==> config.mk <==
export PLATFORM = sky130hd
export DESIGN_NAME = decimal_price_parser_core
export DESIGN_NICKNAME = d
export VERILOG_FILES = /design/src/hdl/dpp_pkg.sv /design/src/hdl/dpp_front.sv /design/src/hdl/dpp_queue.sv /design/src/hdl/dpp_back.sv /design/src/hdl/decimal_price_parser_core.sv
export VERILOG_INCLUDE_DIRS = /design/src /design/src/hdl
export SDC_FILE = /design/constraint.sdc
export NUM_CORES = 2
export LEC_CHECK = 0
export ABC_AREA = 1
export BUFFER_PORTS_ARGS = -buffer_cell sky130_fd_sc_hd__buf_2
export CAP_MARGIN = 20
export CORE_MARGIN = 10
export CORE_UTILIZATION = 59
export DETAILED_ROUTE_END_ITERATION = 8
export PLACE_DENSITY_LB_ADDON = 0.15
export SLEW_MARGIN = 40
export SYNTH_ARGS = -nofsm -noshare
export SYNTH_HDL_FRONTEND = slang
export SYNTH_HIERARCHICAL = 1
export SYNTH_SLANG_ARGS = --single-unit
==> constraint.sdc <==
create_clock -name clk -period 8.75 [get_ports clk]
set_clock_uncertainty 0.15 [all_clocks]
set_input_delay 1.75 -clock clk [delete_from_list [all_inputs] [get_ports clk]]
set_output_delay 1.75 -clock clk [all_outputs]
set_load 0.05 [all_outputs]
==> src/hdl/decimal_price_parser_core_assert.svh <==
// ----------------------------------------------------------------------------
// Decimal price parser assertion macros
// Concurrent check macros used by the top file of the parser core.
// ----------------------------------------------------------------------------
`ifndef DECIMAL_PRICE_PARSER_CORE_ASSERT_SVH
`define DECIMAL_PRICE_PARSER_CORE_ASSERT_SVH

// The consequent must hold in the same cycle as the antecedent.
`define DPP_ASSERT_SAME(name, clk, rst, ante, cons) \
  name: assert property (@(posedge clk) disable iff (rst) (ante) |-> (cons)) \
    else $error("same-cycle check failed");

// The consequent must hold in the cycle after the antecedent.
`define DPP_ASSERT_NEXT(name, clk, rst, ante, cons) \
  name: assert property (@(posedge clk) disable iff (rst) (ante) |=> (cons)) \
    else $error("next-cycle check failed");

`endif

==> src/hdl/dpp_pkg.sv <==
// ----------------------------------------------------------------------------
// Decimal price parser package
// Status codes, character codes and the power-of-ten table.
// ----------------------------------------------------------------------------
package dpp_pkg;

  // Result status codes.
  localparam logic [1:0] ST_OK        = 2'd0;
  localparam logic [1:0] ST_MALFORMED = 2'd1;
  localparam logic [1:0] ST_EXTRA_DEC = 2'd2;
  localparam logic [1:0] ST_OVERFLOW  = 2'd3;

  // ASCII characters of interest.
  localparam logic [7:0] CH_PLUS  = 8'h2B;
  localparam logic [7:0] CH_MINUS = 8'h2D;
  localparam logic [7:0] CH_POINT = 8'h2E;
  localparam logic [7:0] CH_ZERO  = 8'h30;
  localparam logic [7:0] CH_NINE  = 8'h39;

  // The integer part never exceeds 2^63-1, so it fits in 63 bits.
  localparam int WHOLE_W = 63;
  // Width of the largest power of ten in the table (10^8).
  localparam int POW_W = 27;

  typedef logic [POW_W-1:0] pow_t;

  // Powers of ten from 10^0 up to 10^8.
  function automatic pow_t pow10_lut(input logic [3:0] n);
    pow_t p;
    case (n)
      4'd0:    p = POW_W'(1);
      4'd1:    p = POW_W'(10);
      4'd2:    p = POW_W'(100);
      4'd3:    p = POW_W'(1000);
      4'd4:    p = POW_W'(10000);
      4'd5:    p = POW_W'(100000);
      4'd6:    p = POW_W'(1000000);
      4'd7:    p = POW_W'(10000000);
      4'd8:    p = POW_W'(100000000);
      default: p = '0;
    endcase
    return p;
  endfunction

endpackage

==> src/hdl/dpp_front.sv <==
// ----------------------------------------------------------------------------
// Decimal price parser front end
// Classifies each character and accumulates integer and fraction digits.
// ----------------------------------------------------------------------------
module dpp_front import dpp_pkg::*; #(
  parameter int NUM_DECIMALS = 4,
  localparam int FRAC_W = $clog2(10**NUM_DECIMALS),
  localparam int CNT_W  = $clog2(NUM_DECIMALS + 1)
) (
  input  logic                 clk,
  input  logic                 rst,
  // Character channel.
  input  logic                 in_valid,
  output logic                 in_ready,
  input  logic [7:0]           char_code,
  input  logic                 char_present,
  input  logic                 last_char,
  // Finished string towards the queue.
  output logic                 push,
  input  logic                 push_ready,
  output logic [1:0]           push_status,
  output logic                 push_neg,
  output logic [WHOLE_W-1:0]   push_whole,
  output logic [FRAC_W-1:0]    push_frac,
  output logic [CNT_W-1:0]     push_count
);

  localparam logic [1:0] PH_START = 2'd0;
  localparam logic [1:0] PH_INT   = 2'd1;
  localparam logic [1:0] PH_FRAC  = 2'd2;

  logic [1:0]         phase, phase_next;
  logic               is_negative, is_negative_next;
  logic               seen_digit, seen_digit_next;
  logic [WHOLE_W-1:0] whole_part, whole_part_next;
  logic [FRAC_W-1:0]  fraction_part, fraction_part_next;
  logic [CNT_W-1:0]   fraction_count, fraction_count_next;
  logic [1:0]         error_code, error_code_next;

  logic               accept;
  logic               is_digit;
  logic [3:0]         digit_val;
  logic               halted;
  logic [WHOLE_W+3:0] whole_grown;
  logic [FRAC_W+3:0]  frac_grown;

  assign in_ready  = push_ready;
  assign accept    = in_valid && in_ready;
  assign is_digit  = (char_code >= CH_ZERO) && (char_code <= CH_NINE);
  assign digit_val = is_digit ? char_code[3:0] : 4'd0;
  assign halted    = (error_code == ST_MALFORMED) || (error_code == ST_EXTRA_DEC);

  // Multiply-by-ten accumulate as shift and add.
  assign whole_grown = ({4'b0, whole_part} << 3) + ({4'b0, whole_part} << 1)
                     + (WHOLE_W+4)'(digit_val);
  assign frac_grown  = ({4'b0, fraction_part} << 3) + ({4'b0, fraction_part} << 1)
                     + (FRAC_W+4)'(digit_val);

  // Next state for one character.
  always_comb begin
    phase_next          = phase;
    is_negative_next    = is_negative;
    seen_digit_next     = seen_digit;
    whole_part_next     = whole_part;
    fraction_part_next  = fraction_part;
    fraction_count_next = fraction_count;
    error_code_next     = error_code;
    if (char_present && !halted) begin
      if (phase == PH_START && (char_code == CH_PLUS || char_code == CH_MINUS)) begin
        is_negative_next = (char_code == CH_MINUS);
        phase_next       = PH_INT;
      end else if (phase != PH_FRAC && char_code == CH_POINT) begin
        phase_next = PH_FRAC;
      end else if (is_digit && phase != PH_FRAC) begin
        phase_next      = PH_INT;
        seen_digit_next = 1'b1;
        if (error_code != ST_OVERFLOW) begin
          if (whole_grown[WHOLE_W+3:WHOLE_W] != 4'd0) begin
            error_code_next = ST_OVERFLOW;
          end else begin
            whole_part_next = whole_grown[WHOLE_W-1:0];
          end
        end
      end else if (is_digit) begin
        seen_digit_next = 1'b1;
        if (fraction_count < CNT_W'(NUM_DECIMALS)) begin
          fraction_part_next  = frac_grown[FRAC_W-1:0];
          fraction_count_next = fraction_count + CNT_W'(1);
        end else if (digit_val != 4'd0) begin
          error_code_next = ST_EXTRA_DEC;
        end
      end else begin
        error_code_next = ST_MALFORMED;
      end
    end
  end

  // Hand the finished string to the queue on the last character.
  assign push        = accept && last_char;
  assign push_status = (error_code_next == ST_OK && !seen_digit_next) ? ST_MALFORMED
                                                                      : error_code_next;
  assign push_neg    = is_negative_next;
  assign push_whole  = whole_part_next;
  assign push_frac   = fraction_part_next;
  assign push_count  = fraction_count_next;

  // State update; a finished string clears everything.
  always_ff @(posedge clk) begin
    if (rst || push) begin
      phase          <= PH_START;
      is_negative    <= 1'b0;
      seen_digit     <= 1'b0;
      whole_part     <= '0;
      fraction_part  <= '0;
      fraction_count <= '0;
      error_code     <= ST_OK;
    end else if (accept) begin
      phase          <= phase_next;
      is_negative    <= is_negative_next;
      seen_digit     <= seen_digit_next;
      whole_part     <= whole_part_next;
      fraction_part  <= fraction_part_next;
      fraction_count <= fraction_count_next;
      error_code     <= error_code_next;
    end
  end

endmodule

==> src/hdl/dpp_queue.sv <==
// ----------------------------------------------------------------------------
// Decimal price parser queue
// Two-entry queue between the front end and the scaling back end.
// ----------------------------------------------------------------------------
module dpp_queue #(
  parameter int DATA_W = 8
) (
  input  logic              clk,
  input  logic              rst,
  input  logic              wr_valid,
  output logic              wr_ready,
  input  logic [DATA_W-1:0] wr_data,
  output logic              rd_valid,
  input  logic              rd_ready,
  output logic [DATA_W-1:0] rd_data
);

  logic [1:0]        count;
  logic [DATA_W-1:0] head;
  logic [DATA_W-1:0] tail;
  logic              wr_fire;
  logic              rd_fire;

  assign wr_ready = (count != 2'd2);
  assign rd_valid = (count != 2'd0);
  assign rd_data  = head;
  assign wr_fire  = wr_valid && wr_ready;
  assign rd_fire  = rd_valid && rd_ready;

  // Occupancy count.
  always_ff @(posedge clk) begin
    if (rst) begin
      count <= 2'd0;
    end else if (wr_fire && !rd_fire) begin
      count <= count + 2'd1;
    end else if (rd_fire && !wr_fire) begin
      count <= count - 2'd1;
    end
  end

  // Entry storage; the head is always the oldest transaction.
  always_ff @(posedge clk) begin
    if (wr_fire && rd_fire) begin
      if (count == 2'd1) begin
        head <= wr_data;
      end else begin
        head <= tail;
        tail <= wr_data;
      end
    end else if (rd_fire) begin
      head <= tail;
    end else if (wr_fire) begin
      if (count == 2'd0) begin
        head <= wr_data;
      end else begin
        tail <= wr_data;
      end
    end
  end

endmodule

==> src/hdl/dpp_back.sv <==
// ----------------------------------------------------------------------------
// Decimal price parser back end
// Scales the digits by the decimal base, checks range and applies the sign.
// ----------------------------------------------------------------------------
module dpp_back import dpp_pkg::*; #(
  parameter int NUM_DECIMALS = 4,
  localparam int FRAC_W = $clog2(10**NUM_DECIMALS),
  localparam int CNT_W  = $clog2(NUM_DECIMALS + 1)
) (
  input  logic               clk,
  input  logic               rst,
  input  logic               in_valid,
  output logic               in_ready,
  input  logic [1:0]         in_status,
  input  logic               in_neg,
  input  logic [WHOLE_W-1:0] in_whole,
  input  logic [FRAC_W-1:0]  in_frac,
  input  logic [CNT_W-1:0]   in_count,
  output logic               out_valid,
  input  logic               out_ready,
  output logic [1:0]         status,
  output logic signed [63:0] price
);

  localparam int HI_W  = WHOLE_W - 32;
  localparam int SUM_W = WHOLE_W + FRAC_W + 1;
  localparam logic [FRAC_W-1:0] SCALE = FRAC_W'(10**NUM_DECIMALS);

  // Stage one: partial products.
  logic                   v1;
  logic [1:0]             status1;
  logic                   neg1;
  logic [32+FRAC_W-1:0]   prod_lo;
  logic [HI_W+FRAC_W-1:0] prod_hi;
  logic [FRAC_W-1:0]      frac1;
  // Stage two: magnitude and range check.
  logic                   v2;
  logic [1:0]             status2;
  logic                   neg2;
  logic [WHOLE_W-1:0]     mag2;

  logic                   rdy1, rdy2, rdy3;
  logic [FRAC_W+POW_W-1:0] frac_scaled;
  logic [SUM_W-1:0]       sum;
  logic [WHOLE_W:0]       mag_ext;

  assign rdy3     = !out_valid || out_ready;
  assign rdy2     = !v2 || rdy3;
  assign rdy1     = !v1 || rdy2;
  assign in_ready = rdy1;

  // Pad the fraction to the full number of decimals.
  assign frac_scaled = FRAC_W'(in_frac) * pow10_lut(4'(NUM_DECIMALS) - 4'(in_count));

  // Stage valid bits.
  always_ff @(posedge clk) begin
    if (rst) begin
      v1        <= 1'b0;
      v2        <= 1'b0;
      out_valid <= 1'b0;
    end else begin
      if (rdy1) v1 <= in_valid;
      if (rdy2) v2 <= v1;
      if (rdy3) out_valid <= v2;
    end
  end

  // Stage one registers: the integer part times the scale in two halves.
  always_ff @(posedge clk) begin
    if (rdy1 && in_valid) begin
      status1 <= in_status;
      neg1    <= in_neg;
      prod_lo <= in_whole[31:0] * SCALE;
      prod_hi <= in_whole[WHOLE_W-1:32] * SCALE;
      frac1   <= frac_scaled[FRAC_W-1:0];
    end
  end

  // Stage two: combine partial products and test against 2^63-1.
  assign sum = (SUM_W'(prod_hi) << 32) + SUM_W'(prod_lo) + SUM_W'(frac1);

  always_ff @(posedge clk) begin
    if (rdy2 && v1) begin
      neg2 <= neg1;
      mag2 <= sum[WHOLE_W-1:0];
      if (status1 == ST_OK && sum[SUM_W-1:WHOLE_W] != '0) begin
        status2 <= ST_OVERFLOW;
      end else begin
        status2 <= status1;
      end
    end
  end

  // Output register: sign applied, price forced to zero on any error.
  assign mag_ext = {1'b0, mag2};

  always_ff @(posedge clk) begin
    if (rdy3 && v2) begin
      status <= status2;
      if (status2 != ST_OK) begin
        price <= '0;
      end else if (neg2) begin
        price <= -$signed(mag_ext);
      end else begin
        price <= $signed(mag_ext);
      end
    end
  end

endmodule

==> src/hdl/decimal_price_parser_core.sv <==
// ----------------------------------------------------------------------------
// Decimal price parser core
// Parses a decimal price string, one character per transaction, into a
// signed fixed-point value scaled by ten to the number of decimals.
// ----------------------------------------------------------------------------
//  Channel | Direction | Handshake            | Payload
//  in      | input     | in_valid / in_ready   | char_code, char_present, last_char
//  out     | output    | out_valid / out_ready | status, price
//
//  One character is taken every cycle while the two-entry queue has room.
//  After its last character is accepted, a result passes in order through
//  the queue entry, the partial-product stage, the range-check stage and
//  the signed output register before it is presented.
//  Reset is synchronous and clears the parse state, the queue and all valids.
//  A stalled output fills the back end and then the queue; once the queue
//  holds two finished strings, no character is accepted until an entry leaves.
// ----------------------------------------------------------------------------
`include "decimal_price_parser_core_assert.svh"

module decimal_price_parser_core import dpp_pkg::*; #(
  parameter int NUM_DECIMALS = 4
) (
  input  logic               clk,
  input  logic               rst,
  input  logic               in_valid,
  output logic               in_ready,
  input  logic [7:0]         char_code,
  input  logic               char_present,
  input  logic               last_char,
  output logic               out_valid,
  input  logic               out_ready,
  output logic [1:0]         status,
  output logic signed [63:0] price
);

  localparam int FRAC_W = $clog2(10**NUM_DECIMALS);
  localparam int CNT_W  = $clog2(NUM_DECIMALS + 1);
  localparam int Q_W    = 2 + 1 + WHOLE_W + FRAC_W + CNT_W;

  logic               push, push_ready;
  logic [1:0]         push_status;
  logic               push_neg;
  logic [WHOLE_W-1:0] push_whole;
  logic [FRAC_W-1:0]  push_frac;
  logic [CNT_W-1:0]   push_count;

  logic               q_valid, q_ready;
  logic [Q_W-1:0]     q_data;
  logic [1:0]         q_status;
  logic               q_neg;
  logic [WHOLE_W-1:0] q_whole;
  logic [FRAC_W-1:0]  q_frac;
  logic [CNT_W-1:0]   q_count;

  // Character classification and digit accumulation.
  dpp_front #(.NUM_DECIMALS(NUM_DECIMALS)) u_front (
    .clk          (clk),
    .rst          (rst),
    .in_valid     (in_valid),
    .in_ready     (in_ready),
    .char_code    (char_code),
    .char_present (char_present),
    .last_char    (last_char),
    .push         (push),
    .push_ready   (push_ready),
    .push_status  (push_status),
    .push_neg     (push_neg),
    .push_whole   (push_whole),
    .push_frac    (push_frac),
    .push_count   (push_count)
  );

  // Queue of finished strings.
  dpp_queue #(.DATA_W(Q_W)) u_queue (
    .clk      (clk),
    .rst      (rst),
    .wr_valid (push),
    .wr_ready (push_ready),
    .wr_data  ({push_status, push_neg, push_whole, push_frac, push_count}),
    .rd_valid (q_valid),
    .rd_ready (q_ready),
    .rd_data  (q_data)
  );

  assign {q_status, q_neg, q_whole, q_frac, q_count} = q_data;

  // Scaling, range check and sign.
  dpp_back #(.NUM_DECIMALS(NUM_DECIMALS)) u_back (
    .clk       (clk),
    .rst       (rst),
    .in_valid  (q_valid),
    .in_ready  (q_ready),
    .in_status (q_status),
    .in_neg    (q_neg),
    .in_whole  (q_whole),
    .in_frac   (q_frac),
    .in_count  (q_count),
    .out_valid (out_valid),
    .out_ready (out_ready),
    .status    (status),
    .price     (price)
  );

  // An error result always carries a zero price.
  `DPP_ASSERT_SAME(a_err_zero_price, clk, rst, out_valid && status != ST_OK, price == '0)
  // The most negative value is never produced; it is reported as overflow.
  `DPP_ASSERT_SAME(a_no_min_price, clk, rst, out_valid, price != {1'b1, 63'b0})
  // A finished string is held in the queue in the cycle after it ends.
  `DPP_ASSERT_NEXT(a_last_queued, clk, rst, in_valid && in_ready && last_char, q_valid)

endmodule
== After elaboration in Yosys (flattened, before gate mapping) ==
Memory sizes are Yosys's and may differ from the RTL's.
Cells that the tools add are included.

* Bits in read-only memories: 400
* Output and inout bits: 68
* Memories kept: 1
* Input port bits: 14
* Flip-flop bits (word level): 489

* $add $sub $neg: 11
* Reduce and logical (&&, ||, !) cells: 47
* Order comparisons: 3
* $mul: 3
* Equal/unequal tests: 12
* Bitwise logic cells: 1
* Multiplexer cells: 52

{| class="wikitable"
|+ Memory list
! name !! words !! width !! read ports !! clocked after Yosys merged registers in !! write ports !! RTL line !! RTL
|-
| (name not given) || 16 || 25 || 1 || 0 || 0 || dpp_pkg.sv:30 || <nowiki>case (n)</nowiki>
|}

{| class="wikitable"
|+ Operator list
! operator !! count
|-
| $mux W83 || 10
|-
| $mux W63 || 7
|-
| $mux W14 || 6
|-
| $add A77 B46 Y78 || 1
|-
| $add A78 B14 Y78 || 1
|-
| $add A66 B64 Y67 || 1
|-
| $add A67 B4 Y67 || 1
|-
| $neg A63 Y64 || 1
|-
| $mul A32 B10 Y42 const B || 1
|-
| $mul A31 B10 Y41 const B || 1
|-
| $mux W2 || 15
|-
| $mul A14 B27 Y14 || 1
|-
| $eq A8 B6 Y1 const B || 3
|-
| $mux W3 || 6
|-
| $logic_and A1 B1 Y1 || 16
|-
| $reduce_bool A15 Y1 || 1
|-
| $add A14 B14 Y14 || 1
|-
| $add A14 B4 Y14 || 1
|-
| $ne A2 B2 Y1 const B || 5
|-
| $reduce_bool A3 Y1 || 3
|-
| $ge A8 B6 Y1 const B || 1
|-
| $le A8 B6 Y1 const B || 1
|-
| $logic_not A2 Y1 || 4
|-
| $reduce_bool A2 Y1 || 4
|-
| 18 further kinds || 37
|}

== Longest topological paths before layout ==
* Depth after elaboration: 18
* Gate-level depth with buffers: 32

== Modules after synthesis ==
The synthesis kept the hierarchy.

{| class="wikitable"
|+ By module, submodules not included
! module !! seq. area each (µm²) !! times used !! cells each !! area an instance (µm²)
|-
| dpp_back || 7026.7 || 1 || 3374 || 27099.7
|-
| dpp_front || 1721.7 || 1 || 1769 || 10526.3
|-
| dpp_queue || 5024.8 || 1 || 474 || 6438.7
|}

== Worst setup path before layout ==
Ideal clock, no wire load.

* Path type: input -> register
* Start point: in in_valid
* End point: reg u_queue.tail[0] (enable)
* Arrival: 8339 ps
* Stages on the path: 6
* Setup time: 648 ps
* Path slack: -387 ps
* Path through: nand2_1 inv_2 nand2_1 inv_1 nand2_1 a211oi_1

* Longest elaborated chain between the ends: 6

{| class="wikitable"
|+ Ends and longest elaborated chain
! element !! RTL line !! RTL
|-
| start: declaration || decimal_price_parser_core.sv:25 || <nowiki>input logic in_valid,</nowiki>
|-
| $logic_and A1 B1 Y1 * || dpp_front.sv:48 || <nowiki>assign accept = in_valid && in_ready;</nowiki>
|-
| $logic_and A1 B1 Y1 * || dpp_front.sv:99 || <nowiki>assign push = accept && last_char;</nowiki>
|-
| via push || decimal_price_parser_core.sv:40 || <nowiki>logic push, push_ready;</nowiki>
|-
| $logic_and A1 B1 Y1 * || dpp_queue.sv:27 || <nowiki>assign wr_fire = wr_valid && wr_ready;</nowiki>
|-
| $logic_and A1 B1 Y1 || dpp_queue.sv:43 || <nowiki>if (wr_fire && rd_fire) begin</nowiki>
|-
| $ne A2 B2 Y1 (no source line) (tied with other cells) || n/a ||
|-
| $reduce_and A4 Y1 (no source line) * || n/a ||
|-
| end signal: assignment || dpp_queue.sv:48 || <nowiki>tail <= wr_data;</nowiki>
|-
| end signal: assignment || dpp_queue.sv:56 || <nowiki>tail <= wr_data;</nowiki>
|-
| end: declaration || dpp_queue.sv:20 || <nowiki>logic [DATA_W-1:0] tail;</nowiki>
|}

Mark *: on every way through the listed nets, which the timed path passes. The rest lies on a longest branch.
A chain may end at the register's enable or synchronous reset.

== Worst setup path in the final report ==
* Start point: in char_code[7]
* End point: reg u_queue.head[71] (netlist: u_queue/rd_data[71]), data pin

* Longest elaborated chain between the ends: 15

{| class="wikitable"
|+ Ends and longest elaborated chain
! element !! RTL line !! RTL
|-
| start: declaration || decimal_price_parser_core.sv:27 || <nowiki>input logic [7:0] char_code,</nowiki>
|-
| $ge A8 B6 Y1 or $le A8 B6 Y1 (tied branches) || dpp_front.sv:49 || <nowiki>assign is_digit = (char_code >= CH_ZERO) && (char_code <= CH_NINE);</nowiki>
|-
| $logic_and A1 B1 Y1 || dpp_front.sv:49 ||
|-
| $mux W4 || dpp_front.sv:50 || <nowiki>assign digit_val = is_digit ? char_code[3:0] : 4'd0;</nowiki>
|-
| $add A67 B4 Y67 || dpp_front.sv:55 || <nowiki>+ (WHOLE_W+4)'(digit_val);</nowiki>
|-
| $reduce_bool A4 Y1 || dpp_front.sv:78 || <nowiki>if (whole_grown[WHOLE_W+3:WHOLE_W] != 4'd0) begin</nowiki>
|-
| $mux W63 || dpp_front.sv:78 ||
|-
| $mux W63 || dpp_front.sv:77 || <nowiki>if (error_code != ST_OVERFLOW) begin</nowiki>
|-
| $mux W63 || dpp_front.sv:74 || <nowiki>end else if (is_digit && phase != PH_FRAC) begin</nowiki>
|-
| $mux W63 || dpp_front.sv:72 || <nowiki>end else if (phase != PH_FRAC && char_code == CH_POINT) begin</nowiki>
|-
| $mux W63 * || dpp_front.sv:69 || <nowiki>if (phase == PH_START && (char_code == CH_PLUS || char_code == CH_MINUS)) begin</nowiki>
|-
| $mux W63 * || dpp_front.sv:68 || <nowiki>if (char_present && !halted) begin</nowiki>
|-
| via push_whole[54] || decimal_price_parser_core.sv:43 || <nowiki>logic [WHOLE_W-1:0] push_whole;</nowiki>
|-
| $mux W83 || dpp_queue.sv:53 || <nowiki>if (count == 2'd0) begin</nowiki>
|-
| $mux W83 || dpp_queue.sv:52 || <nowiki>end else if (wr_fire) begin</nowiki>
|-
| $mux W83 || dpp_queue.sv:50 || <nowiki>end else if (rd_fire) begin</nowiki>
|-
| $mux W83 * || dpp_queue.sv:43 ||
|-
| end signal: assignment || dpp_queue.sv:45 || <nowiki>head <= wr_data;</nowiki>
|-
| end signal: assignment || dpp_queue.sv:51 || <nowiki>head <= tail;</nowiki>
|-
| end signal: assignment || dpp_queue.sv:54 || <nowiki>head <= wr_data;</nowiki>
|-
| end: declaration || dpp_queue.sv:19 || <nowiki>logic [DATA_W-1:0] head;</nowiki>
|}

Mark *: on every way through the listed nets, which the timed path passes. The rest lies on a longest branch. The select of a mux whose other input is x is not followed.

==> impl_results.rst <==
.. list-table::
   :header-rows: 1

   * - Metric
     - Value
   * - Result of the run
     - finished clean
   * - Placed cell count
     - 6602
   * - Count of buffering cells on the critical path with inverters included
     - 6
   * - Cts bufs inserted
     - 54
   * - Die boundary height
     - 293 um
   * - IO Count
     - 82
   * - Final standard cell count with taps included and fillers excluded
     - 6704
   * - Buffer cell driving the clock tree root
     - sky130_fd_sc_hd__clkbuf_16
   * - Length of routed wiring on met1
     - 49400 um
   * - Fraction of synthesis flops using an asynchronous set or reset pin
     - 0
   * - Total of max-cap violations
     - 0
   * - Number of cells produced by synthesis
     - 5617
   * - Gpl congestion
     - 1.02
   * - FP Rows
     - 100
   * - Level count of the clock H-tree
     - 2
   * - Total overflow reported by the global router
     - 0
   * - Count of cell types in the netlist
     - 65
   * - Largest delay contributor family on the critical path
     - simple AND/OR/NAND/NOR gates
   * - CTS Buffer Depth
     - 3
   * - Final min period
     - 6.79 ns
   * - Met3 WL post-DR
     - 5100 um
   * - Number of post-CTS setup repair buffers
     - 0
   * - Layout area overhead
     - 7.15%
   * - Number of antenna violations at the first check in global routing
     - 0
   * - Number of resized instances in the post-cts repair step
     - 0
   * - Data arrival time of the worst path
     - 6.99 ns
   * - Initial Util
     - 0.594
   * - Pin count of the biggest net entering global routing
     - 87
   * - Top FF cell, synth
     - sky130_fd_sc_hd__edfxtp_1
   * - Mean instance size in the synthesized netlist
     - 7.84 um2
   * - Antenna diode count
     - 0
   * - GRT Util Overall
     - 0.252
   * - Worst setup path category
     - input port to flop
   * - Port Buffer Count
     - 81
   * - Dpl hpwl
     - 87100 um
   * - Delay of the slowest critical-path stage
     - 0.83 ns
   * - Setup repair after global routing missed its margin
     - false
   * - Global-route wire length before repair
     - 178000 um
   * - Maximum fanout count along the critical path
     - 40
   * - Endpoints failing setup
     - 0
   * - Synthesized netlist net count
     - 6309
   * - Transition time at the pin with the least slew margin
     - 0.900 ns
   * - DR DRC count
     - 0
   * - Total of fill cells in the finished design
     - 6685
   * - Synthesized cell area
     - 44100 um2
   * - Average wire length per cell after detail routing
     - 16.1 um
   * - Wire length after detailed routing
     - 108000 um
   * - Endpoint kind of the worst setup timing path
     - flop
   * - Pre-CTS setup slack
     - 1.40 ns
   * - Worst Hold Class
     - flop to flop
   * - YS warnings
     - 6
   * - DRT antenna net count
     - 0
   * - Final period utilization
     - 0.776
   * - Final Hold Fails
     - 0
   * - Register area share after synthesis
     - 0.313
   * - First DRT Iteration DRCs
     - 2596
   * - Hold Worst Slack
     - 0.267 ns
   * - Tightest slew margin relative to the limit
     - 0.394
   * - Die span in x
     - 293 um
   * - Number of buffers inserted by hold repair at cts
     - 0
   * - Via count of the routed design
     - 35529
   * - CTS tree
     - done
   * - Post-synth EDFFs
     - 398
   * - Sum of negative setup slack
     - 0 ns
   * - Clock transition at the registers of the reported paths
     - 0.06 ns
   * - Pins Over Slew Limit
     - 0
   * - Final layout net count
     - 6381
   * - Number of iterations in the first detailed-routing pass
     - 8
   * - Share of layout cells above drive strength 1
     - 0.0514
   * - Launching element type of the critical path
     - input port
   * - Setup slack after layout
     - 1.96 ns
   * - DR top layer
     - met4
   * - Required time reported for the critical path endpoint
     - 8.95 ns
   * - Peak clock frequency supported by timing
     - 147 MHz
   * - Number of register bits inferred by synthesis
     - 489
   * - Worst-skew pair later-pin latency
     - 0.61 ns
   * - Cell at the slowest stage of the critical path
     - sky130_fd_sc_hd__clkinv_2
   * - Sink count of the clock tree
     - 489
   * - Via count of the first global-routing pass
     - 35104
   * - Per-cell via count in the routed design
     - 5.30
   * - WL met2
     - 50000 um
   * - Most prevalent standard cell on the critical path
     - sky130_fd_sc_hd__nand2_1
   * - Core ar.
     - 74200 um2
   * - Area of the die
     - 86000 um2
## worst register-to-register path, cell delays in order, from the launching register on
cell and delay (ns):
sky130_fd_sc_hd__edfxtp_1 0.48, sky130_fd_sc_hd__inv_1 0.16, sky130_fd_sc_hd__ha_1 0.23, sky130_fd_sc_hd__inv_1 0.10, sky130_fd_sc_hd__nand2_2 0.09, sky130_fd_sc_hd__nand2_4 0.11
sky130_fd_sc_hd__nand3_1 0.46, sky130_fd_sc_hd__inv_1 0.26, sky130_fd_sc_hd__nand2_1 0.10, sky130_fd_sc_hd__fa_1 0.45, sky130_fd_sc_hd__fa_1 0.47, sky130_fd_sc_hd__fa_1 0.54
sky130_fd_sc_hd__inv_1 0.05, sky130_fd_sc_hd__fa_1 0.49, sky130_fd_sc_hd__inv_1 0.06, sky130_fd_sc_hd__fa_1 0.54, sky130_fd_sc_hd__inv_1 0.06, sky130_fd_sc_hd__fa_1 0.48
sky130_fd_sc_hd__ha_1 0.35, sky130_fd_sc_hd__nand2_1 0.11, sky130_fd_sc_hd__nor2_1 0.06, sky130_fd_sc_hd__nand2_1 0.06, sky130_fd_sc_hd__o211ai_1 0.08, sky130_fd_sc_hd__a31oi_1 0.26
sky130_fd_sc_hd__inv_1 0.07, sky130_fd_sc_hd__nand3_1 0.08, sky130_fd_sc_hd__nand2_1 0.05
## final timing paths
| check | startpoint | endpoint | slack (ns) | depth (start not counted) |
|---|---|---|---|---|
| setup / recovery | char_code[7] | u_queue/rd_data[71] | 1.96 | 30 |
| hold / removal | u_queue/rd_data[81] | u_back/status1[0] | 0.27 | 0 |
| hold reg to reg | u_queue/rd_data[81] | u_back/status1[0] | 0.27 | 0 |
| setup reg to reg | u_queue/rd_data[0] | u_back/frac1[13] | 2.11 | 26 |
## cell families (layout without fill, tap and decap cells)
family	count (synthesis)	after routing	share of synthesized area
flops	489	489	0.313
compound gates	781	781	0.0969
buf+inv	1315	1433	0.116
fa+ha+maj	678	678	0.230
simple gates	2136	2136	0.201
xor+xnor	218	218	0.0433
## stage by stage
stage | util | area [um2]
floorplan | - | 44100
global placement | 0.612 | 45400
detailed placement | 0.612 | 45400
CTS | 0.636 | 47200
global route | 0.636 | 47200
finish | 0.636 | 47200
## state kept, by name (all words and copies together) (netlist names)
signal and flops:
u_front/is_negative 1, u_back/neg2 1, u_front/seen_digit 1, u_front/fraction_count 3
u_queue/rd_data 83, u_back/neg1 1, u_back/frac1 14, u_queue/count 2
u_back/v1 1, u_queue/tail 83, u_back/mag2 63, u_back/v2 1
u_back/price 64, u_back/status2 2, u_front/error_code 2, u_front/phase 2
u_back/status1 2, u_front/fraction_part 14, u_back/prod_lo 42, u_back/status 2
u_back/prod_hi 41, u_back/out_valid 1, u_front/whole_part 63
## synth_stat cells (22+ instances only)
cell	count	area share
sky130_fd_sc_hd__clkbuf_1	39	0.0033
sky130_fd_sc_hd__ha_1	456	0.13
sky130_fd_sc_hd__o21ai_1	22	0.0025
sky130_fd_sc_hd__nor3_1	87	0.0099
sky130_fd_sc_hd__nor2_1	691	0.059
sky130_fd_sc_hd__edfxtp_1	398	0.27
sky130_fd_sc_hd__dfxtp_1	91	0.041
sky130_fd_sc_hd__o21ai_0	227	0.026
sky130_fd_sc_hd__a21oi_1	406	0.046
sky130_fd_sc_hd__nand3_1	154	0.017
sky130_fd_sc_hd__o21bai_1	22	0.0037
sky130_fd_sc_hd__nand4_1	37	0.0053
sky130_fd_sc_hd__buf_2	23	0.0026
sky130_fd_sc_hd__xnor2_1	71	0.014
sky130_fd_sc_hd__nor4_1	22	0.0031
sky130_fd_sc_hd__a31oi_1	23	0.0033
sky130_fd_sc_hd__xor2_1	147	0.029
sky130_fd_sc_hd__nand2_1	1046	0.089
sky130_fd_sc_hd__fa_1	222	0.10
sky130_fd_sc_hd__inv_1	1219	0.10
## cell type report
| cell class | instances | area, um2 | area share |
|---|---|---|---|
| flip-flops and latches | 489 | 13800 | 0.292 |
| well taps | 969 | 1210 | 0.0257 |
| multi-input cells | 3813 | 25200 | 0.535 |
| clock buffers | 73 | 1520 | 0.0323 |
| repair buffers | 101 | 559 | 0.0118 |
| clock inverters | 29 | 285 | 0.00604 |
| inverters | 1230 | 4620 | 0.0979 |
## cells in the final DEF, fill, tap and decap left out, drive strengths merged, types with 23 or more instances in the layout
cell type,Yosys,layout
inv,1230,1231
nor3,91,91
a21oi,412,412
nand4,38,38
ha,456,456
clkbuf,39,73
edfxtp,398,398
xnor2,71,71
nor4,23,23
nor2,711,711
fa,222,222
dfxtp,91,91
nand2,1072,1072
a31oi,23,23
xor2,147,147
nand3,163,163
o21ai,260,260
buf,46,101
## routing by layer
metal	global-route usage	vias to the layer above
met5	0	-
met4	0.0836	0
met3	0.0277	200
met2	0.422	885
met1	0.338	16483
li1	-	17961
Power is left out: the tool's default activity adds up to more than one toggle a clock period on the data nets, which glitch-free logic cannot reach.
